[config.mk]
export PLATFORM = sky130hd
export DESIGN_NAME = servo_axis_position_stepper_flat
export DESIGN_NICKNAME = d
export VERILOG_FILES = /design/src/rtl/sps_pkg.sv /design/src/rtl/sps_step_if.sv /design/src/rtl/sps_result_if.sv /design/src/rtl/sps_cfg_if.sv /design/src/rtl/sps_move_calc.sv /design/src/rtl/servo_axis_position_stepper.sv /design/src/flat_wrapper.sv
export SDC_FILE = /design/constraint.sdc
export NUM_CORES = 2
export LEC_CHECK = 0
export BUFFER_PORTS_ARGS = -buffer_cell sky130_fd_sc_hd__buf_2
export CORE_ASPECT_RATIO = 1.25
export CORE_UTILIZATION = 38
export CTS_BUF_LIST = sky130_fd_sc_hd__clkbuf_2 sky130_fd_sc_hd__clkbuf_4 sky130_fd_sc_hd__clkbuf_8
export DETAILED_ROUTE_END_ITERATION = 10
export GPL_TIMING_DRIVEN = 0
export MAX_ROUTING_LAYER = met4
export PLACE_DENSITY = 0.54
export SLEW_MARGIN = 20
export SYNTH_ARGS = -nofsm -noshare
export SYNTH_HDL_FRONTEND = slang
export SYNTH_SLANG_ARGS = --single-unit
[constraint.sdc]
create_clock -name clk_i -period 11.9 [get_ports clk_i]
set_input_delay 2.975 -clock clk_i [delete_from_list [all_inputs] [get_ports clk_i]]
set_output_delay 2.975 -clock clk_i [all_outputs]
set_load 0.05 [all_outputs]
[src/rtl/sps_pkg.sv]
package sps_pkg;

  // Full-scale Q15 divisor is 2^15 - 1
  localparam int unsigned DivShift = 15;
  localparam int unsigned GainDiv  = (1 << DivShift) - 1;

  localparam logic [15:0] MinPulseRst   = 16'd1000;
  localparam logic [15:0] CenterPulseRst = 16'd1500;
  localparam logic [15:0] MaxPulseRst   = 16'd2000;
  localparam logic [14:0] DeadBandRst   = 15'd0;
  localparam logic [15:0] GainRst       = 16'd1000;
  localparam logic [15:0] SlewLimitRst  = 16'd50;
  localparam logic [14:0] DeadBandBad   = 15'h7fff;

  typedef enum logic [2:0] {
    CFG_MIN_PULSE    = 3'd0,
    CFG_CENTER_PULSE = 3'd1,
    CFG_MAX_PULSE    = 3'd2,
    CFG_DEAD_BAND    = 3'd3,
    CFG_GAIN         = 3'd4,
    CFG_SLEW_LIMIT   = 3'd5,
    CFG_INVERT       = 3'd6
  } cfg_idx_e;

  typedef enum logic {
    OP_STEP     = 1'b0,
    OP_RECENTER = 1'b1
  } op_e;

  typedef struct packed {
    logic [15:0] min_pulse;
    logic [15:0] center_pulse;
    logic [15:0] max_pulse;
    logic [14:0] dead_band;
    logic [15:0] gain;
    logic [15:0] slew_limit;
    logic        invert;
  } cfg_t;

  // Move request handed from the move calculation to the target update
  typedef struct packed {
    logic        recenter;
    logic [16:0] used_error;
    logic [17:0] wanted_move;
    logic [16:0] move;
    logic        in_dead_band;
    logic        slew_clamped;
  } move_t;

endpackage

[src/rtl/sps_step_if.sv]
interface sps_step_if;
  logic        valid;
  logic        ready;
  logic        operation;
  logic [15:0] error_in;

  modport source (output valid, output operation, output error_in, input ready);
  modport sink (input valid, input operation, input error_in, output ready);
endinterface

[src/rtl/sps_result_if.sv]
interface sps_result_if;
  logic        valid;
  logic        ready;
  logic [15:0] position;
  logic [16:0] used_error;
  logic [17:0] wanted_move;
  logic [16:0] actual_move;
  logic        in_dead_band;
  logic        slew_clamped;
  logic        at_limit;
  logic        accepted;
  logic [31:0] steps_total;
  logic [31:0] dead_band_total;
  logic [31:0] slew_total;
  logic [31:0] limit_total;

  modport source (
    output valid, output position, output used_error, output wanted_move,
    output actual_move, output in_dead_band, output slew_clamped, output at_limit,
    output accepted, output steps_total, output dead_band_total, output slew_total,
    output limit_total, input ready
  );
  modport sink (
    input valid, input position, input used_error, input wanted_move,
    input actual_move, input in_dead_band, input slew_clamped, input at_limit,
    input accepted, input steps_total, input dead_band_total, input slew_total,
    input limit_total, output ready
  );
endinterface

[src/rtl/sps_cfg_if.sv]
interface sps_cfg_if;
  logic        valid;
  logic        ready;
  logic [2:0]  index;
  logic [15:0] data;

  modport source (output valid, output index, output data, input ready);
  modport sink (input valid, input index, input data, output ready);
endinterface

[src/rtl/sps_move_calc.sv]
module sps_move_calc (
  input  logic           clk_i,
  input  logic           rst_ni,
  input  sps_pkg::cfg_t  cfg_i,
  sps_step_if.sink       step_i,
  output logic           move_valid_o,
  input  logic           move_ready_i,
  output sps_pkg::move_t move_o
);
  import sps_pkg::*;

  // Stage 1: input register
  logic        s1_valid_q;
  logic        s1_op_q;
  logic [15:0] s1_err_q;
  // Stage 2: product register
  logic        s2_valid_q;
  logic        s2_recenter_q;
  logic [16:0] s2_err_q;
  logic        s2_dz_q;
  logic [31:0] s2_prod_q;
  // Stage 3: move register
  logic        s3_valid_q;
  move_t       s3_move_q;

  logic s1_ready, s2_ready, s3_ready;

  assign s3_ready     = !s3_valid_q || move_ready_i;
  assign s2_ready     = !s2_valid_q || s3_ready;
  assign s1_ready     = !s1_valid_q || s2_ready;
  assign step_i.ready = s1_ready;

  // Inversion, dead zone test and gain multiply
  logic [16:0] err_ext, err_used, err_neg;
  logic [15:0] err_mag;
  logic        dz_d;
  logic [31:0] prod_d;

  always_comb begin
    err_ext  = {s1_err_q[15], s1_err_q};
    err_neg  = 17'(~err_ext + 17'd1);
    err_used = cfg_i.invert ? err_neg : err_ext;
    err_mag  = err_used[16] ? 16'(~err_used + 17'd1) : err_used[15:0];
    dz_d     = (err_mag <= {1'b0, cfg_i.dead_band});
    prod_d   = 32'(err_mag) * 32'(cfg_i.gain);
  end

  // Divide by 2^15 - 1 through two fold-back steps and one correction
  logic [16:0] q1;
  logic [17:0] r1;
  logic [2:0]  q2;
  logic [15:0] r2;
  logic        corr;
  logic [16:0] quo, mag_q;
  logic        slewed;
  logic [15:0] mv_mag;
  logic [17:0] wanted_pos;
  logic [16:0] move_pos;
  move_t       move_d;

  always_comb begin
    q1         = s2_prod_q[31:DivShift];
    r1         = {3'b000, s2_prod_q[DivShift-1:0]} + {1'b0, q1};
    q2         = r1[17:DivShift];
    r2         = {1'b0, r1[DivShift-1:0]} + {13'd0, q2};
    corr       = (r2 >= 16'(GainDiv));
    quo        = q1 + {14'd0, q2} + {16'd0, corr};
    mag_q      = (quo == 17'd0) ? 17'd1 : quo;
    slewed     = (mag_q > {1'b0, cfg_i.slew_limit});
    mv_mag     = slewed ? cfg_i.slew_limit : mag_q[15:0];
    wanted_pos = {1'b0, mag_q};
    move_pos   = {1'b0, mv_mag};

    move_d              = '0;
    move_d.recenter     = s2_recenter_q;
    if (s2_recenter_q) begin
      move_d.in_dead_band = 1'b1;
    end else if (s2_dz_q) begin
      move_d.used_error   = s2_err_q;
      move_d.in_dead_band = 1'b1;
    end else begin
      move_d.used_error   = s2_err_q;
      move_d.wanted_move  = s2_err_q[16] ? 18'(~wanted_pos + 18'd1) : wanted_pos;
      move_d.move         = s2_err_q[16] ? 17'(~move_pos + 17'd1) : move_pos;
      move_d.slew_clamped = slewed;
    end
  end

  always_ff @(posedge clk_i or negedge rst_ni) begin
    if (!rst_ni) begin
      s1_valid_q <= 1'b0;
      s2_valid_q <= 1'b0;
      s3_valid_q <= 1'b0;
    end else begin
      if (s1_ready) s1_valid_q <= step_i.valid;
      if (s2_ready) s2_valid_q <= s1_valid_q;
      if (s3_ready) s3_valid_q <= s2_valid_q;
    end
  end

  always_ff @(posedge clk_i) begin
    if (s1_ready && step_i.valid) begin
      s1_op_q  <= step_i.operation;
      s1_err_q <= step_i.error_in;
    end
    if (s2_ready && s1_valid_q) begin
      s2_recenter_q <= (s1_op_q == OP_RECENTER);
      s2_err_q      <= err_used;
      s2_dz_q       <= dz_d;
      s2_prod_q     <= prod_d;
    end
    if (s3_ready && s2_valid_q) begin
      s3_move_q <= move_d;
    end
  end

  assign move_valid_o = s3_valid_q;
  assign move_o       = s3_move_q;

endmodule

[src/rtl/servo_axis_position_stepper.sv]
// A request passes through the input, product, move and result registers in that
// order before its result loads.
// Throughput: one request per cycle while result_o.ready does not hold the flow; the
// target update is the only loop and closes in a single add and range clamp.
// Reset clears all valid flags and counters, loads the register defaults and
// puts the target at the default centre.
module servo_axis_position_stepper (
  input logic           clk_i,
  input logic           rst_ni,
  sps_step_if.sink      step_i,
  sps_result_if.source  result_o,
  sps_cfg_if.sink       cfg_i
);
  import sps_pkg::*;

  cfg_t cfg_q;

  assign cfg_i.ready = 1'b1;

  always_ff @(posedge clk_i or negedge rst_ni) begin
    if (!rst_ni) begin
      cfg_q.min_pulse    <= MinPulseRst;
      cfg_q.center_pulse <= CenterPulseRst;
      cfg_q.max_pulse    <= MaxPulseRst;
      cfg_q.dead_band    <= DeadBandRst;
      cfg_q.gain         <= GainRst;
      cfg_q.slew_limit   <= SlewLimitRst;
      cfg_q.invert       <= 1'b0;
    end else if (cfg_i.valid) begin
      unique case (cfg_i.index)
        CFG_MIN_PULSE:    cfg_q.min_pulse    <= cfg_i.data;
        CFG_CENTER_PULSE: cfg_q.center_pulse <= cfg_i.data;
        CFG_MAX_PULSE:    cfg_q.max_pulse    <= cfg_i.data;
        CFG_DEAD_BAND:    cfg_q.dead_band    <= cfg_i.data[14:0];
        CFG_GAIN:         cfg_q.gain         <= cfg_i.data;
        CFG_SLEW_LIMIT:   cfg_q.slew_limit   <= cfg_i.data;
        CFG_INVERT:       cfg_q.invert       <= cfg_i.data[0];
        default:          ;
      endcase
    end
  end

  logic  mv_valid, mv_ready;
  move_t mv;

  sps_move_calc u_move_calc (
    .clk_i        (clk_i),
    .rst_ni       (rst_ni),
    .cfg_i        (cfg_q),
    .step_i       (step_i),
    .move_valid_o (mv_valid),
    .move_ready_i (mv_ready),
    .move_o       (mv)
  );

  logic        out_valid_q;
  logic [15:0] target_q;
  logic [31:0] step_cnt_q, dz_cnt_q, slew_cnt_q, limit_cnt_q;
  logic [16:0] used_err_q;
  logic [17:0] wanted_q;
  logic [16:0] actual_q;
  logic        in_dz_q, slewed_q, at_limit_q, accepted_q;

  logic        res_load;
  logic        cfg_ok;
  logic [17:0] sum;
  logic        below, above, blocked;
  logic [15:0] target_d;

  assign mv_ready = !out_valid_q || result_o.ready;
  assign res_load = mv_valid && mv_ready;

  always_comb begin
    cfg_ok = (cfg_q.min_pulse < cfg_q.center_pulse) &&
             (cfg_q.center_pulse < cfg_q.max_pulse) &&
             (cfg_q.dead_band != DeadBandBad) &&
             (cfg_q.gain != 16'd0) && (cfg_q.slew_limit != 16'd0);
    sum     = {2'b00, target_q} + {mv.move[16], mv.move};
    below   = $signed(sum) < $signed({2'b00, cfg_q.min_pulse});
    above   = $signed(sum) > $signed({2'b00, cfg_q.max_pulse});
    blocked = 1'b0;
    priority if (!cfg_ok) begin
      target_d = target_q;
    end else if (mv.recenter) begin
      target_d = cfg_q.center_pulse;
    end else if (below) begin
      target_d = cfg_q.min_pulse;
      blocked  = mv.move[16];
    end else if (above) begin
      target_d = cfg_q.max_pulse;
      blocked  = !mv.move[16] && (mv.move != 17'd0);
    end else begin
      target_d = sum[15:0];
    end
  end

  always_ff @(posedge clk_i or negedge rst_ni) begin
    if (!rst_ni) begin
      out_valid_q <= 1'b0;
      target_q    <= CenterPulseRst;
      step_cnt_q  <= '0;
      dz_cnt_q    <= '0;
      slew_cnt_q  <= '0;
      limit_cnt_q <= '0;
    end else begin
      if (mv_ready) out_valid_q <= mv_valid;
      if (res_load) begin
        target_q <= target_d;
        if (cfg_ok && !mv.recenter) begin
          step_cnt_q  <= step_cnt_q + 32'd1;
          if (mv.in_dead_band) dz_cnt_q    <= dz_cnt_q + 32'd1;
          if (mv.slew_clamped) slew_cnt_q  <= slew_cnt_q + 32'd1;
          if (blocked)         limit_cnt_q <= limit_cnt_q + 32'd1;
        end
      end
    end
  end

  always_ff @(posedge clk_i) begin
    if (res_load) begin
      accepted_q <= cfg_ok;
      actual_q   <= {1'b0, target_d} - {1'b0, target_q};
      if (cfg_ok) begin
        used_err_q <= mv.used_error;
        wanted_q   <= mv.wanted_move;
        in_dz_q    <= mv.in_dead_band;
        slewed_q   <= mv.slew_clamped;
        at_limit_q <= blocked;
      end else begin
        used_err_q <= '0;
        wanted_q   <= '0;
        in_dz_q    <= 1'b0;
        slewed_q   <= 1'b0;
        at_limit_q <= 1'b0;
      end
    end
  end

  // Target and counters change only when a result loads, so they drive the port
  assign result_o.valid           = out_valid_q;
  assign result_o.position        = target_q;
  assign result_o.used_error      = used_err_q;
  assign result_o.wanted_move     = wanted_q;
  assign result_o.actual_move     = actual_q;
  assign result_o.in_dead_band    = in_dz_q;
  assign result_o.slew_clamped    = slewed_q;
  assign result_o.at_limit        = at_limit_q;
  assign result_o.accepted        = accepted_q;
  assign result_o.steps_total     = step_cnt_q;
  assign result_o.dead_band_total = dz_cnt_q;
  assign result_o.slew_total      = slew_cnt_q;
  assign result_o.limit_total     = limit_cnt_q;

  a_target_in_range: assert property (@(posedge clk_i) disable iff (!rst_ni)
    (res_load && cfg_ok && !mv.recenter) |=>
      (target_q >= $past(cfg_q.min_pulse)) && (target_q <= $past(cfg_q.max_pulse)))
    else $error("target left the allowed range after a step");

  a_invalid_frozen: assert property (@(posedge clk_i) disable iff (!rst_ni)
    (res_load && !cfg_ok) |=> $stable(target_q) && $stable(step_cnt_q) && !accepted_q)
    else $error("rejected request changed the state");

  a_step_count: assert property (@(posedge clk_i) disable iff (!rst_ni)
    (res_load && cfg_ok && !mv.recenter) |=> (step_cnt_q == $past(step_cnt_q) + 32'd1))
    else $error("step counter missed an accepted step");

  a_slew_outside_dz: assert property (@(posedge clk_i) disable iff (!rst_ni)
    (out_valid_q && slewed_q) |-> (!in_dz_q && accepted_q))
    else $error("slew clamp flagged inside the dead zone");

endmodule

[src/flat_wrapper.sv]
// flat-port wrapper written by rule: the top's interface ports become plain ports
module servo_axis_position_stepper_flat import sps_pkg::*;
  (clk_i, rst_ni, step_i_valid, step_i_operation, step_i_error_in, step_i_ready, result_o_valid, result_o_position, result_o_used_error, result_o_wanted_move, result_o_actual_move, result_o_in_dead_band, result_o_slew_clamped, result_o_at_limit, result_o_accepted, result_o_steps_total, result_o_dead_band_total, result_o_slew_total, result_o_limit_total, result_o_ready, cfg_i_valid, cfg_i_index, cfg_i_data, cfg_i_ready);
  sps_step_if step_i_i ();
  sps_result_if result_o_i ();
  sps_cfg_if cfg_i_i ();
  input logic clk_i;
  input logic rst_ni;
  input wire logic [$bits(step_i_i.valid)-1:0] step_i_valid;
  input wire logic [$bits(step_i_i.operation)-1:0] step_i_operation;
  input wire logic [$bits(step_i_i.error_in)-1:0] step_i_error_in;
  output wire logic [$bits(step_i_i.ready)-1:0] step_i_ready;
  output wire logic [$bits(result_o_i.valid)-1:0] result_o_valid;
  output wire logic [$bits(result_o_i.position)-1:0] result_o_position;
  output wire logic [$bits(result_o_i.used_error)-1:0] result_o_used_error;
  output wire logic [$bits(result_o_i.wanted_move)-1:0] result_o_wanted_move;
  output wire logic [$bits(result_o_i.actual_move)-1:0] result_o_actual_move;
  output wire logic [$bits(result_o_i.in_dead_band)-1:0] result_o_in_dead_band;
  output wire logic [$bits(result_o_i.slew_clamped)-1:0] result_o_slew_clamped;
  output wire logic [$bits(result_o_i.at_limit)-1:0] result_o_at_limit;
  output wire logic [$bits(result_o_i.accepted)-1:0] result_o_accepted;
  output wire logic [$bits(result_o_i.steps_total)-1:0] result_o_steps_total;
  output wire logic [$bits(result_o_i.dead_band_total)-1:0] result_o_dead_band_total;
  output wire logic [$bits(result_o_i.slew_total)-1:0] result_o_slew_total;
  output wire logic [$bits(result_o_i.limit_total)-1:0] result_o_limit_total;
  input wire logic [$bits(result_o_i.ready)-1:0] result_o_ready;
  input wire logic [$bits(cfg_i_i.valid)-1:0] cfg_i_valid;
  input wire logic [$bits(cfg_i_i.index)-1:0] cfg_i_index;
  input wire logic [$bits(cfg_i_i.data)-1:0] cfg_i_data;
  output wire logic [$bits(cfg_i_i.ready)-1:0] cfg_i_ready;
  assign step_i_i.valid = step_i_valid;
  assign step_i_i.operation = step_i_operation;
  assign step_i_i.error_in = step_i_error_in;
  assign step_i_ready = step_i_i.ready;
  assign result_o_valid = result_o_i.valid;
  assign result_o_position = result_o_i.position;
  assign result_o_used_error = result_o_i.used_error;
  assign result_o_wanted_move = result_o_i.wanted_move;
  assign result_o_actual_move = result_o_i.actual_move;
  assign result_o_in_dead_band = result_o_i.in_dead_band;
  assign result_o_slew_clamped = result_o_i.slew_clamped;
  assign result_o_at_limit = result_o_i.at_limit;
  assign result_o_accepted = result_o_i.accepted;
  assign result_o_steps_total = result_o_i.steps_total;
  assign result_o_dead_band_total = result_o_i.dead_band_total;
  assign result_o_slew_total = result_o_i.slew_total;
  assign result_o_limit_total = result_o_i.limit_total;
  assign result_o_i.ready = result_o_ready;
  assign cfg_i_i.valid = cfg_i_valid;
  assign cfg_i_i.index = cfg_i_index;
  assign cfg_i_i.data = cfg_i_data;
  assign cfg_i_ready = cfg_i_i.ready;
  servo_axis_position_stepper u_core (.clk_i(clk_i), .rst_ni(rst_ni), .step_i(step_i_i), .result_o(result_o_i), .cfg_i(cfg_i_i));
endmodule
==> flow_summary.json <==
{
  "place_congestion": 0.917,
  "nets": 4060,
  "cts_sinks": 423,
  "finalSetupViolCount": 0,
  "drtIter0Drc": 1505,
  "drcViolationCount": 0,
  "rsz0062_at_grt": "no",
  "critical_path_arrival_ps": 11260,
  "fp.dieH_um": 327,
  "finalHoldViolCount": 0,
  "critical_path_class": "reg -> reg",
  "yosysWarnings": 0,
  "track_usage_pct": 22.2,
  "start_util_pct": 38.3,
  "top_usage_layer": "met2",
  "drt-pass1-iter-count": 7,
  "whs_ps": 426,
  "fmax_mhz": 92.1,
  "htree_levels": 3,
  "synth_area_leaders": "edfxtp_1, dfrtp_1, fa_1",
  "max_slew.worst_pin.slew_ps": 1130,
  "final.setup.tns_ps": 0,
  "hold_buffers": 0,
  "layout-drive-gt1-share_pct": 15.2,
  "cts_buffers": 72,
  "clk_latency_ps": 670,
  "crit_buf_inv": 3,
  "slew_headroom_pct": 24.2,
  "critPathTopFamily": "compound AO/OA/AOI/OAI gates",
  "period_needed_ps": 10860,
  "maxCapViolations": 0,
  "portBuffers": 241,
  "synth_top_area_cell": "edfxtp_1",
  "worst-path-stages": 41,
  "crit_fanout": 10,
  "ant_nets": 0,
  "whs_path_depth": 0,
  "syn_area_um2": 32200,
  "use_met2_pct": 39.6,
  "drv_slew": 0,
  "async_flop_share_pct": 57.7,
  "grt.overflow.total": 0,
  "placedCellCount": 4575,
  "grt_pass1_wl_um": 143000,
  "cts_root_buffer": "clkbuf_8",
  "wl_per_cell_um": 19.5,
  "slowest_delay_ps": 540,
  "wl_um": 91900,
  "coreArea_um2": 84100,
  "die_x_um": 262,
  "synth_seq_area_share_pct": 35.8,
  "worstPathRequired_ps": 12300,
  "crit_slowest_cell": "edfxtp_1",
  "use_met3_pct": 2.50,
  "fill_cells": 8221,
  "synth.distinct_cells": 89,
  "post-route-period-util_pct": 91.2,
  "final_cells": 4710,
  "syn_area_per_cell_um2": 9.94,
  "ys_ff_latch": 423,
  "grt_pass1_vias": 24900,
  "synth_ff_type": "dfrtp_1",
  "synthCells": 3240,
  "outcome": "completed",
  "ios": 244,
  "synth_top_area_share_pct": 16.7,
  "path_clk_slew_ps": 60,
  "synth-edff-count": 179,
  "r2r_cells": 41,
  "cts_tree": "done",
  "vias_per_cell": 5.20,
  "syn_nets": 3737,
  "ctsLongestPathBuffers": 3,
  "antenna_found_initial": 2,
  "fp-row-count": 119,
  "dp_hpwl_um": 73100,
  "die_area_um2": 85900,
  "critPathLaunchType": "flop",
  "grt_max_degree": 94,
  "end_kind": "flop",
  "globalRouteMet1Util_pct": 25.7,
  "holdCritPathClass": "reg -> reg",
  "vias": 24500,
  "fin_worst_skew_ps": 23.6,
  "syn2layout_area_growth_pct": 13.4
}
per-stage QoR:
step	util, %	cell area (µm²)	setup slack, ps
after global routing	43.4	36500	163
after CTS	43.3	36400	174
after global placement	41.3	34800	409
after detailed placement	41.5	34900	217
final	43.4	36500	1040
after floorplan	-	32200	2660
state kept, by name (all words and copies together) (netlist names), 17 cells and up:
name                             flops
u_core.cfg_q                        96
u_core.result_o.actual_move         17
u_core.result_o.dead_band_total     32
u_core.result_o.limit_total         32
u_core.result_o.slew_total          32
u_core.result_o.steps_total         32
u_core.result_o.used_error          17
u_core.result_o.wanted_move         18
u_core.u_move_calc.move_o           55
u_core.u_move_calc.s2_err_q         17
u_core.u_move_calc.s2_prod_q        32
repair_timing:
action                                  CTS  global route
gates resized for setup                   0            10
endpoints found under the setup margin    0             9
setup buffers                             0             4
path summary, 6_finish.rpt:
| kind | startpoint | endpoint | slack (ps) |
|---|---|---|---|
| max in group asynchronous | rst_ni | u_core.cfg_q[89]$_DFFE_PN1P_ | 8640 |
| min in group asynchronous | rst_ni | u_core.result_o.dead_band_total[21]$_DFFE_PN0P_ | 2280 |
| worst max-delay path | u_core.u_move_calc.s2_prod_q[22]$_DFFE_PP_ | u_core.u_move_calc.move_o[16]$_SDFFCE_PP0P_ | 1040 |
| worst min-delay path | u_core.u_move_calc.s1_op_q$_DFFE_PP_ | u_core.u_move_calc.s2_recenter_q$_DFFE_PP_ | 430 |
| worst min register to register | u_core.u_move_calc.s1_op_q$_DFFE_PP_ | u_core.u_move_calc.s2_recenter_q$_DFFE_PP_ | 430 |
| worst max register to register | u_core.u_move_calc.s2_prod_q[22]$_DFFE_PP_ | u_core.u_move_calc.move_o[16]$_SDFFCE_PP0P_ | 1040 |
synth_stat cells, types with 33 or more instances:
master / instances
mux2_2: 64
nand2_1: 346
edfxtp_1: 179
nor3_1: 48
fa_1: 200
a21oi_1: 103
inv_1: 371
ha_1: 256
dfstp_2: 35
a21o_1: 33
nor2_1: 170
and2_1: 142
xor2_1: 73
dfrtp_1: 209
nand4_1: 60
nor2b_1: 33
and3_1: 53
clkbuf_1: 79
nand3_1: 90
o21ai_0: 141
xnor2_1: 173
a211oi_1: 37
worst reg2reg max path, delay by kind of cell (launching register included):
family	cells	cell delay (ps)
AND/OR/NAND/NOR	10	1930
multiplexers	2	690
XOR/XNOR	4	1060
adder cells (fa/ha/maj)	7	2180
flip-flops	1	540
AO/OA/AOI/OAI	15	3490
buffers and inverters	3	670
layout by cell type (no fill, tap or decap), types with 9 or more instances in the layout:
master / netlist / layout
a21oi_1: 103 / 103
xor2_1: 73 / 69
a211o_1: 13 / 13
clkbuf_4: 0 / 26
o21ai_0: 141 / 141
inv_1: 371 / 371
clkbuf_1: 79 / 79
nor3_1: 48 / 47
xnor2_1: 173 / 171
clkbuf_8: 0 / 78
buf_2: 17 / 258
nand3_1: 90 / 90
a31oi_1: 19 / 19
nand2b_1: 24 / 24
nand4_1: 60 / 60
fa_1: 200 / 200
nor2_1: 170 / 169
nor2b_1: 33 / 33
a211oi_1: 37 / 37
and4_1: 11 / 11
ha_1: 256 / 256
mux2i_1: 15 / 15
a21o_1: 33 / 33
clkinv_2: 0 / 10
o21a_1: 13 / 13
o31ai_1: 12 / 12
or3_1: 14 / 14
edfxtp_1: 179 / 179
a31o_2: 12 / 12
dfstp_2: 35 / 35
o22ai_1: 13 / 13
nor4_1: 22 / 21
and2_1: 142 / 139
o211ai_1: 15 / 15
mux2_2: 64 / 64
and3_1: 53 / 53
dfrtp_1: 209 / 209
nand2_1: 346 / 346
xnor2_2: 7 / 9
routing by layer:
layer	share of wire [%]	vias to the layer above
met5	0	-
met1	41	12000
li1	-	11700
met2	52	570
met3	3.7	147
met4	2.9	0
logic make-up after synthesis:
| family | Yosys count | share of synthesized area (%) |
|---|---|---|
| AND/OR/NAND/NOR | 1062 | 16.5 |
| adder cells (fa/ha/maj) | 456 | 22.4 |
| multiplexers | 80 | 2.75 |
| other | 1 | 0.0116 |
| buffers and inverters | 482 | 5.77 |
| XOR/XNOR | 254 | 7.10 |
| flip-flops | 423 | 35.8 |
| AO/OA/AOI/OAI | 482 | 9.70 |
cell type report:
| type | instances | area (µm²) | share of cell area, % |
|---|---|---|---|
| Antenna cell | 1 | 2.50 | 0.00685 |
| Buffer | 109 | 458 | 1.25 |
| Clock buffer | 104 | 1270 | 3.47 |
| Clock inverter | 27 | 244 | 0.668 |
| Inverter | 372 | 1400 | 3.82 |
| Multi-Input combinational cell | 2335 | 18900 | 51.7 |
| Sequential cell | 423 | 11500 | 31.6 |
| Tap cell | 1089 | 1360 | 3.73 |
| Timing Repair Buffer | 250 | 1360 | 3.73 |
Power is left out: the tool's default activity adds up to more than one toggle a clock period on the data nets, which glitch-free logic cannot reach.
